$ cat config.mk
export PLATFORM = sky130hd
export DESIGN_NAME = websocket_frame_decoder
export DESIGN_NICKNAME = d
export VERILOG_FILES = /design/src/rtl/wsd_pkg.sv /design/src/rtl/websocket_frame_decoder.sv /design/src/rtl/wsd_parser.sv
export SDC_FILE = /design/constraint.sdc
export NUM_CORES = 1
export LEC_CHECK = 0
export BUFFER_PORTS_ARGS = -buffer_cell sky130_fd_sc_hd__buf_2
export CAP_MARGIN = 10
export CORE_ASPECT_RATIO = 0.6
export CORE_MARGIN = 4
export CORE_UTILIZATION = 41
export CTS_BUF_LIST = sky130_fd_sc_hd__clkbuf_4 sky130_fd_sc_hd__clkbuf_8
export DETAILED_ROUTE_END_ITERATION = 10
export SYNTH_ARGS = -nofsm -noshare
export SYNTH_HDL_FRONTEND = slang
export SYNTH_SLANG_ARGS = --single-unit
$ cat constraint.sdc
create_clock -name clk -period 3.7 [get_ports clk]
set_input_delay 0.74 -clock clk [delete_from_list [all_inputs] [get_ports clk]]
set_output_delay 0.74 -clock clk [all_outputs]
set_load 0.01 [all_outputs]
$ cat src/rtl/wsd_pkg.sv
// Shared types and constants for the WebSocket frame decoder.
`default_nettype none

package wsd_pkg;

    // Default width of the frame payload length
    localparam int LEN_BITS_DEFAULT = 64;

    // Second header byte fields
    localparam logic [7:0] HDR_MASK_BIT = 8'h80;
    localparam logic [7:0] HDR_LEN_MASK = 8'h7F;
    localparam logic [6:0] LEN7_EXT16  = 7'd126;
    localparam logic [6:0] LEN7_EXT64  = 7'd127;

    // Reset value of the keep limit
    localparam logic [31:0] KEEP_LIMIT_RESET = 32'hFFFF_FFFF;

    // One result of the parser for one consumed byte
    typedef struct packed {
        logic        emit;
        logic [7:0]  data_byte;
        logic        byte_valid;
        logic        frame_end;
        logic [31:0] kept_length;
    } wsd_result_t;

endpackage : wsd_pkg

`default_nettype wire

$ cat src/rtl/websocket_frame_decoder.sv
// Top level of the WebSocket frame decoder: input register, parser, result register.
`default_nettype none

// Takes one received byte per item and takes WebSocket frames apart: two header
// bytes, an optional 16- or 64-bit big-endian extended length, an optional 4-byte
// mask key, then the payload, unmasked by XOR with the key byte at index mod 4.
// Only the first keep_limit payload bytes of a frame come out; the last result of
// every frame (also of an empty one) carries frame_end and the kept length. Header
// bytes and dropped payload bytes give no result unless they end a frame. The block
// takes one byte every cycle unless the result register stalls; a byte passes
// through the input register, then through the parser into the result register.
// Only a stalled result register slows input. Write keep_limit only
// while the block is idle.
module websocket_frame_decoder
    import wsd_pkg::*;
#(
    parameter int LEN_BITS = LEN_BITS_DEFAULT
)
(
    input  wire logic        clk,
    input  wire logic        rst_n,
    input  wire logic        cfg_wr_en,
    input  wire logic [31:0] cfg_wr_data,
    input  wire logic        in_valid,
    output logic             in_ready,
    input  wire logic [7:0]  rx_byte,
    output logic             out_valid,
    input  wire logic        out_ready,
    output logic [7:0]       data_byte,
    output logic             byte_valid,
    output logic             frame_end,
    output logic [31:0]      kept_length
);

    logic [31:0]  keep_limit_reg;
    logic         in_valid_reg;
    logic [7:0]   in_byte_reg;
    logic         out_valid_reg;
    wsd_result_t  out_reg;
    wsd_result_t  result;
    logic         advance;

    // Move the held item through the parser when the result slot is free
    assign advance  = in_valid_reg && (!out_valid_reg || out_ready);
    assign in_ready = !in_valid_reg || advance;

    // Configuration register
    always_ff @(posedge clk or negedge rst_n)
    begin
        if (!rst_n)
            keep_limit_reg <= KEEP_LIMIT_RESET;
        else if (cfg_wr_en)
            keep_limit_reg <= cfg_wr_data;
    end

    // Input register
    always_ff @(posedge clk or negedge rst_n)
    begin
        if (!rst_n)
            in_valid_reg <= 1'b0;
        else if (in_ready)
            in_valid_reg <= in_valid;
    end

    always_ff @(posedge clk)
    begin
        if (in_valid && in_ready)
            in_byte_reg <= rx_byte;
    end

    wsd_parser #(
        .LEN_BITS (LEN_BITS)
    ) u_parser (
        .clk        (clk),
        .rst_n      (rst_n),
        .step_en    (advance),
        .step_byte  (in_byte_reg),
        .keep_limit (keep_limit_reg),
        .result     (result)
    );

    // Result register: load a new result, or drop the taken one
    always_ff @(posedge clk or negedge rst_n)
    begin
        if (!rst_n)
            out_valid_reg <= 1'b0;
        else if (advance)
            out_valid_reg <= result.emit;
        else if (out_ready)
            out_valid_reg <= 1'b0;
    end

    always_ff @(posedge clk)
    begin
        if (advance)
            out_reg <= result;
    end

    assign out_valid   = out_valid_reg;
    assign data_byte   = out_reg.data_byte;
    assign byte_valid  = out_reg.byte_valid;
    assign frame_end   = out_reg.frame_end;
    assign kept_length = out_reg.kept_length;

`ifndef SYNTHESIS
    // A result always carries a byte or a frame end
    a_result_nonempty: assert property (@(posedge clk) disable iff (!rst_n)
        out_valid |-> (byte_valid || frame_end))
        else $error("empty result presented");

    // Kept length is zero except on a frame end
    a_kept_only_at_end: assert property (@(posedge clk) disable iff (!rst_n)
        (out_valid && !frame_end) |-> (kept_length == 32'd0))
        else $error("kept length outside frame end");

    // Dropped bytes carry zero data
    a_data_zero: assert property (@(posedge clk) disable iff (!rst_n)
        (out_valid && !byte_valid) |-> (data_byte == 8'd0))
        else $error("data on a result without a byte");

    // An empty result slot never stalls input
    a_no_stall_when_free: assert property (@(posedge clk) disable iff (!rst_n)
        !out_valid |-> in_ready)
        else $error("input stalled with free result slot");
`endif

endmodule : websocket_frame_decoder

`default_nettype wire

$ cat src/rtl/wsd_parser.sv
// Frame parser: header, extended length, mask key and payload state machine.
`default_nettype none

module wsd_parser
    import wsd_pkg::*;
#(
    parameter int LEN_BITS = LEN_BITS_DEFAULT
)
(
    input  wire logic        clk,
    input  wire logic        rst_n,
    input  wire logic        step_en,
    input  wire logic [7:0]  step_byte,
    input  wire logic [31:0] keep_limit,
    output wsd_result_t      result
);

    localparam logic [2:0] PH_HDR0 = 3'd0;
    localparam logic [2:0] PH_HDR1 = 3'd1;
    localparam logic [2:0] PH_EXT  = 3'd2;
    localparam logic [2:0] PH_KEY  = 3'd3;
    localparam logic [2:0] PH_DATA = 3'd4;

    localparam int CMP_W = (LEN_BITS > 32) ? LEN_BITS : 32;
    localparam logic [LEN_BITS-1:0] LEN_MAX = {LEN_BITS{1'b1}};

    localparam logic [3:0] EXT_CNT16 = 4'd2;
    localparam logic [3:0] EXT_CNT64 = 4'd8;
    localparam logic [3:0] KEY_CNT   = 4'd4;

    logic [2:0]          phase_reg, phase_next;
    logic [3:0]          ext_left_reg, ext_left_next;
    logic [LEN_BITS-1:0] len_reg, len_next;
    logic                mask_en_reg, mask_en_next;
    logic [31:0]         key_reg, key_next;
    logic [LEN_BITS-1:0] idx_reg, idx_next;
    logic [31:0]         kept_reg, kept_next;

    logic [6:0]          len7;
    logic [LEN_BITS-1:0] len_shift;
    logic [LEN_BITS-1:0] idx_inc;
    logic                deliver;
    logic                last;
    logic [7:0]          key_byte;
    logic [7:0]          plain;
    logic [31:0]         kept_inc;

    // Payload byte datapath
    always_comb
    begin
        idx_inc  = idx_reg + LEN_BITS'(1);
        deliver  = CMP_W'(idx_reg) < CMP_W'(keep_limit);
        last     = (idx_inc == len_reg);
        case (idx_reg[1:0])
            2'd0:    key_byte = key_reg[31:24];
            2'd1:    key_byte = key_reg[23:16];
            2'd2:    key_byte = key_reg[15:8];
            default: key_byte = key_reg[7:0];
        endcase
        plain    = mask_en_reg ? (step_byte ^ key_byte) : step_byte;
        kept_inc = kept_reg + 32'd1;
        len7     = step_byte[6:0] & HDR_LEN_MASK[6:0];
        // Saturate a length that would overflow the length register
        if (len_reg[LEN_BITS-1 -: 8] != 8'd0)
            len_shift = LEN_MAX;
        else
            len_shift = {len_reg[LEN_BITS-9:0], step_byte};
    end

    // Next state and result for the consumed byte
    always_comb
    begin
        phase_next    = phase_reg;
        ext_left_next = ext_left_reg;
        len_next      = len_reg;
        mask_en_next  = mask_en_reg;
        key_next      = key_reg;
        idx_next      = idx_reg;
        kept_next     = kept_reg;
        result        = '0;

        case (phase_reg)
            PH_HDR1:
            begin
                mask_en_next = (step_byte & HDR_MASK_BIT) != 8'd0;
                len_next     = '0;
                if (len7 == LEN7_EXT16)
                begin
                    ext_left_next = EXT_CNT16;
                    phase_next    = PH_EXT;
                end
                else if (len7 == LEN7_EXT64)
                begin
                    ext_left_next = EXT_CNT64;
                    phase_next    = PH_EXT;
                end
                else
                begin
                    len_next  = LEN_BITS'(len7);
                    idx_next  = '0;
                    kept_next = '0;
                    if (mask_en_next)
                    begin
                        ext_left_next = KEY_CNT;
                        phase_next    = PH_KEY;
                    end
                    else if (len7 == 7'd0)
                    begin
                        result.emit      = 1'b1;
                        result.frame_end = 1'b1;
                        phase_next       = PH_HDR0;
                    end
                    else
                    begin
                        phase_next = PH_DATA;
                    end
                end
            end

            PH_EXT:
            begin
                len_next      = len_shift;
                ext_left_next = ext_left_reg - 4'd1;
                if (ext_left_next == 4'd0)
                begin
                    idx_next  = '0;
                    kept_next = '0;
                    if (mask_en_reg)
                    begin
                        ext_left_next = KEY_CNT;
                        phase_next    = PH_KEY;
                    end
                    else if (len_shift == '0)
                    begin
                        result.emit      = 1'b1;
                        result.frame_end = 1'b1;
                        phase_next       = PH_HDR0;
                    end
                    else
                    begin
                        phase_next = PH_DATA;
                    end
                end
            end

            PH_KEY:
            begin
                key_next      = {key_reg[23:0], step_byte};
                ext_left_next = ext_left_reg - 4'd1;
                if (ext_left_next == 4'd0)
                begin
                    if (len_reg == '0)
                    begin
                        result.emit      = 1'b1;
                        result.frame_end = 1'b1;
                        phase_next       = PH_HDR0;
                    end
                    else
                    begin
                        phase_next = PH_DATA;
                    end
                end
            end

            PH_DATA:
            begin
                idx_next = idx_inc;
                if (deliver)
                    kept_next = kept_inc;
                if (last)
                    phase_next = PH_HDR0;
                result.emit        = deliver || last;
                result.byte_valid  = deliver;
                result.data_byte   = deliver ? plain : 8'd0;
                result.frame_end   = last;
                result.kept_length = last ? kept_next : 32'd0;
            end

            default:
            begin
                phase_next = PH_HDR1;
            end
        endcase

        // Emit no result when no byte is consumed; the state registers hold
        if (!step_en)
            result.emit = 1'b0;
    end

    // Advance the parser state on a consumed byte
    always_ff @(posedge clk or negedge rst_n)
    begin
        if (!rst_n)
        begin
            phase_reg    <= PH_HDR0;
            ext_left_reg <= '0;
            len_reg      <= '0;
            mask_en_reg  <= 1'b0;
            key_reg      <= '0;
            idx_reg      <= '0;
            kept_reg     <= '0;
        end
        else if (step_en)
        begin
            phase_reg    <= phase_next;
            ext_left_reg <= ext_left_next;
            len_reg      <= len_next;
            mask_en_reg  <= mask_en_next;
            key_reg      <= key_next;
            idx_reg      <= idx_next;
            kept_reg     <= kept_next;
        end
    end

endmodule : wsd_parser

`default_nettype wire
### Yosys cells after proc, flatten, opt, wreduce, memory -nomap -nowiden

Cells that the tools add are included.
W data, S select, Z words.

| storage, ports and cells | value |
|---|---|
| flip-flop bits (word level) | 284 |
| latch bits | 0 |
| memory bits (writable) | 0 |
| memory bits (read-only) | 0 |
| bits of input ports | 45 |
| output and inout bits | 44 |
| word-level logic and storage cells | 105 |
| memories kept | 0 |

| cells by class | value |
|---|---|
| add/sub/neg operators | 3 |
| $mul | 0 |
| div/mod/pow operators | 0 |
| $lt $le $gt $ge | 1 |
| equal/unequal tests | 15 |
| shift-type cells | 0 |
| mux-type cells | 45 |
| bitwise logic cells | 1 |
| reductions and logical operators | 25 |

Operators by type and width:

| kind | number |
|---|---|
| $mux W64 | 5 |
| $pmux W64 S3 | 1 |
| $logic_not A64 Y1 | 2 |
| $mux W32 | 4 |
| $pmux W64 S2 | 1 |
| $pmux W32 S3 | 1 |
| $add A64 B1 Y64 const B | 1 |
| $eq A64 B64 Y1 | 1 |
| $lt A64 B32 Y1 | 1 |
| $add A32 B1 Y32 const B | 1 |
| $mux W3 | 10 |
| $pmux W8 S3 | 1 |
| $mux W4 | 5 |
| $eq A7 B7 Y1 const B | 2 |
| $pmux W3 S4 | 1 |
| $pmux W4 S3 | 1 |
| $mux W1 | 11 |
| $reduce_and A2 Y1 | 5 |
| $mux W8 | 1 |
| $pmux W1 S4 | 2 |
| $reduce_bool A8 Y1 | 1 |
| $xor A8 B8 Y8 | 1 |
| $logic_not A7 Y1 | 1 |
| $mux W7 | 1 |
| 19 further kinds | 29 |

### Longest topological paths before layout

| logic depth | value |
|---|---|
| word-level depth | 8 |
| mapped depth | 14 |
| gate-level depth less buffers | 12 |

### By module

Synthesis repeated with hierarchy kept, for this count alone.

| unflattened totals | value |
|---|---|
| cell total of the unflattened synthesis | 1796 |
| area, all modules | 16634.7 µm² |

Modules (own cells, without submodules):

| module | times used | cells each | area each (µm²) |
|---|---|---|---|
| wsd_parser | 1 | 1669 | 13658.1 |
| websocket_frame_decoder | 1 | 127 | 2976.6 |

### Worst setup path before layout

No wires, ideal clock.

| path | value |
|---|---|
| kind | reg-to-reg |
| start | register u_parser.idx_reg[0] |
| end | register out_reg (netlist bit kept_length[3]) (data pin) |
| library setup time | 0.138 ns |
| data arrival time | 3.506 ns |
| path slack | 0.056 ns |
| stages on the path, launching flop included | 13 |
| path buffers | 2 |
| clock period less this slack | 3.644 ns |
| cell sequence | dfrtp_1 > ha_1 > nand4_1 > or4_1 > nor4_1 > xnor2_1 > o2111ai_1 > nor4_1 > o2111ai_1 > or4_1 > buf_2 > buf_6 > nor2_1 |

| between the ends | value |
|---|---|
| cells in the longest elaborated chain, start to end | 3 |
| elaborated cells on any way between the ends | 5 |

RTL lines:

| what | RTL line | source |
|---|---|---|
| start, declared | wsd_parser.sv:36 | `logic [LEN_BITS-1:0] idx_reg, idx_next;` |
| start signal, assigned | wsd_parser.sv:210 | `idx_reg <= idx_next;` |
| $add A64 B1 Y64 | wsd_parser.sv:51 | `idx_inc = idx_reg + LEN_BITS'(1);` |
| $eq A64 B64 Y1 | wsd_parser.sv:53 | `last = (idx_inc == len_reg);` |
| $reduce_and A2 Y1 (no source line) | - |  |
| end signal, assigned | websocket_frame_decoder.sv:96 | `out_reg <= result;` |
| end, declared | websocket_frame_decoder.sv:39 | `wsd_result_t out_reg;` |

Several ways; a longest one is shown, not always the timed one.
A chain may end at the register's enable or synchronous reset.

### Worst setup path after layout

| path | value |
|---|---|
| start | register u_parser.idx_reg[7] |
| end | register out_reg (netlist bit kept_length[13]) (data pin) |

The elaborated chain is that of the path after synthesis.

==> metrics.md <==
| Metric | Value |
|---|---|
| WL final | 50900 µm |
| # IOs | 89 |
| Origin of the critical flop-to-flop path | u_parser.idx_reg[7] |
| R2R setup slack | 20 ps |
| CTS clk-pin slew, worst paths | 70 ps |
| Kind of critical path | register to register |
| Max incr delay on CP | 630 ps |
| Number of synthesized register bits | 284 |
| Syn. warnings | 0 |
| Final Max Slew Viols | 0 |
| Nets | 2028 |
| Maximum clock insertion buffer count | 3 |
| Post-synth EDFFs | 50 |
| DR WL/cell | 20.4 µm |
| LEAKAGE | 8.38 nW |
| VDD IR-drop max | 0.304 mV |
| Crit end category | register |
| CORE AREA | 38100 µm² |
| Area leader, netlist | dfrtp_1 |
| P&R area growth vs syn | 19.9% |
| Slew headroom | 40.5% |
| Period minus WS final | 3680 ps |
| Fill cells | 3546 |
| Overall global routing resource usage | 23.1% |
| Worst setup margin | 22.1 ps |
| Critical Path Slowest Stage Cell | or4_4 |
| Post-synth design cell area | 16000 µm² |
| Hold Buf Count CTS | 0 |
| Vias in the first global route | 13400 |
| Fmax | 0.272 GHz |
| Primary FF master, synth | dfrtp_1 |
| Chip height | 161 µm |
| Final GP Congestion | 0.989 |
| Worst-Skew Late Latency | 600 ps |
| Slew @ Worst Pin | 892 ps |
| Largest delay share family, worst path | simple AND/OR/NAND/NOR gates |
| Worst Setup Start Kind | register |
| ANT nets after route | 0 |
| IO buf count | 88 |
| Largest net degree at the start of global routing | 96 |
| HP Class | primary input to asynchronous set/reset pin |
| Clock Sinks | 284 |
| Clock Skew | 50.3 ps |
| Final Hold Fails | 0 |
| Drc violations | 0 |
| Pre-antenna DRT Iters | 6 |
| Initial antenna violation count | 0 |
| Crit path arrival time | 4120 ps |
| Final std cells w/o fill | 2495 |
| DP Cell Count | 2388 |
| Remaining Overflow, GRT | 0 |
| Die X | 263 µm |
| Share of cells above drive strength 1 | 22.4% |
| Root Buffer | clkbuf_8 |
| Final setup viols | 0 |
| Seq/Total Area, Yosys | 46.3% |
| Via/cell ratio | 5.73 |
| Post-DP HPWL | 36200 µm |
| Die footprint | 42300 µm² |
| CP most frequent cell | buf_4 |
| Number of core rows | 55 |
| Run status | completed |
| Initial core utilization | 42.0% |
| Share of the synthesized area in the top cell type | 31.6% |
| Max-cap violations | 0 |
| CTS Buf Count | 46 |
| Pre-CTS setup slack | -182 ps |
| H-tree depth | 2 |
| Synth Instances | 1770 |
| Crit path launch | u_parser.idx_reg[7] |
| Synth unique cells | 68 |
| Tot Pwr | 8.99 mW |
| Antenna diode count | 0 |
| Power Dens Cells | 469 nW/µm² |
| Syn_area_per_cell | 9.03 µm² |
| CTS tree | done |
| Ys async rst share | 82.4% |
| Crit-path cells | nand4_1, buf_6, nor4_4, buf_4, nand3_1, buf_4, nor3_1, buf_4, xnor2_1, and4_1, nand4_1, or4_4, buf_12, nor2_1 |
| First-pass GRT wire length | 78100 µm |
| Worst endpoint required time | 4140 ps |
| Initial DRC Count | 1704 |
| Final worst-path cycle share | 99.4% |
| Max FO, Critical Path | 8 |
| Critical path buffers and inverters | 5 |
| Post-Syn Nets | 1853 |
| Vias | 14300 |
| Synth top area cells | dfrtp_1, edfxtp_1, o21ai_0, dfstp_2, nand2_1 |
## placed cells by master (no fill, tap or decap), drive strengths merged, types with 50 or more instances in the layout
cell type,instances
dfrtp,202
inv,56
nor2,185
xnor2,84
buf,239
o21ai,252
clkbuf,78
nand4,54
a21oi,65
edfxtp,50
xor2,59
nand2,211
## metal layers
layer  wire (µm)  GRT usage (%)
met5          90           1.58
met4         692           4.24
met3        6030           7.81
met2       18900           29.1
met1       25200           37.4
## worst reg2reg max path, cell delays in order, from the launching register on
cell     delay, ps
dfrtp_1        350
nand4_1        230
buf_6          230
nor4_4         250
buf_4          200
nand3_1        160
buf_4          200
nor3_1         130
buf_4          190
xnor2_1        160
and4_1         260
nand4_1        210
or4_4          630
buf_12         210
nor2_1         140
## synthesized netlist by cell type (all sizes together) (6+ instances only)
library cell,count
nand2,211
o31ai,45
nor4,39
a21o,9
dfstp,32
a21oi,65
edfxtp,50
a31oi,15
mux2,33
nor2,185
clkbuf,89
o41ai,11
ha,38
nand4,54
xnor2,84
or2,6
and2,17
inv,53
nor3,26
nand2b,10
and3,27
a222oi,8
and4,22
dfrtp,202
or3,10
buf,25
xor2,59
nand3,41
o21ai,252
## cell type report
type	instances	area (µm²)	share of cell area [%]
multi-input combinational	1319	8150	42.5
sequential	284	7400	38.6
timing repair buffer	241	1770	9.22
clock buffer	76	921	4.80
tap	513	642	3.35
inverter	53	199	1.04
clock inverter	9	88.8	0.464
## kinds of logic (layout without fill, tap and decap cells)
logic type,Yosys count,after routing,share of synthesized area (%)
AOI/OAI and AO/OA,437,437,15.8
xor gates and xnor gates,145,145,8.12
adders and majority gates,38,38,2.97
buffers and inverters,167,379,4.22
DFF,284,284,46.3
muxes,36,36,2.51
and+or+nand+nor,663,663,20.1
## per-stage QoR
| step | TNS, ps | hold WS (ps) | area, µm² | util (%) |
|---|---|---|---|---|
| after floorplan | 0 | 444 | 16000 | - |
| final | 0 | 111 | 19200 | 50.4 |
| after detailed placement | -4450 | 495 | 17700 | 46.6 |
| after global routing | -809 | 145 | 19200 | 50.4 |
| after CTS | 0 | 139 | 18800 | 49.3 |
| after global placement | -2570 | 487 | 17700 | 46.6 |
## final timing paths
check / end / cells after the start
max reg2reg: kept_length[13] / 14
min in group clk: in_byte_reg[6] / 1
max: kept_length[13] / 14
max in group asynchronous: keep_limit_reg[13] / 2
min reg2reg: keep_limit_reg[25] / 2
min: u_parser.key_reg[9] / 1
## power by group
part / internal, mW / leakage [nW] / total [mW] / switching, mW
registers: 3.59 / 3.61 / 3.97 / 0.374
logic: 0.792 / 4.23 / 2.03 / 1.24
clock network: 1.66 / 0.541 / 2.99 / 1.34
## repair_timing
| item | 4_1_cts | 5_1_grt |
|---|---|---|
| pin swaps | 2 | 19 |
| gates resized for setup | 5 | 41 |
| setup buffers | 1 | 17 |
| cloned | 0 | 4 |
| endpoints found under the setup margin | 34 | 37 |
Note: power is estimated with default switching activity, not from simulation.
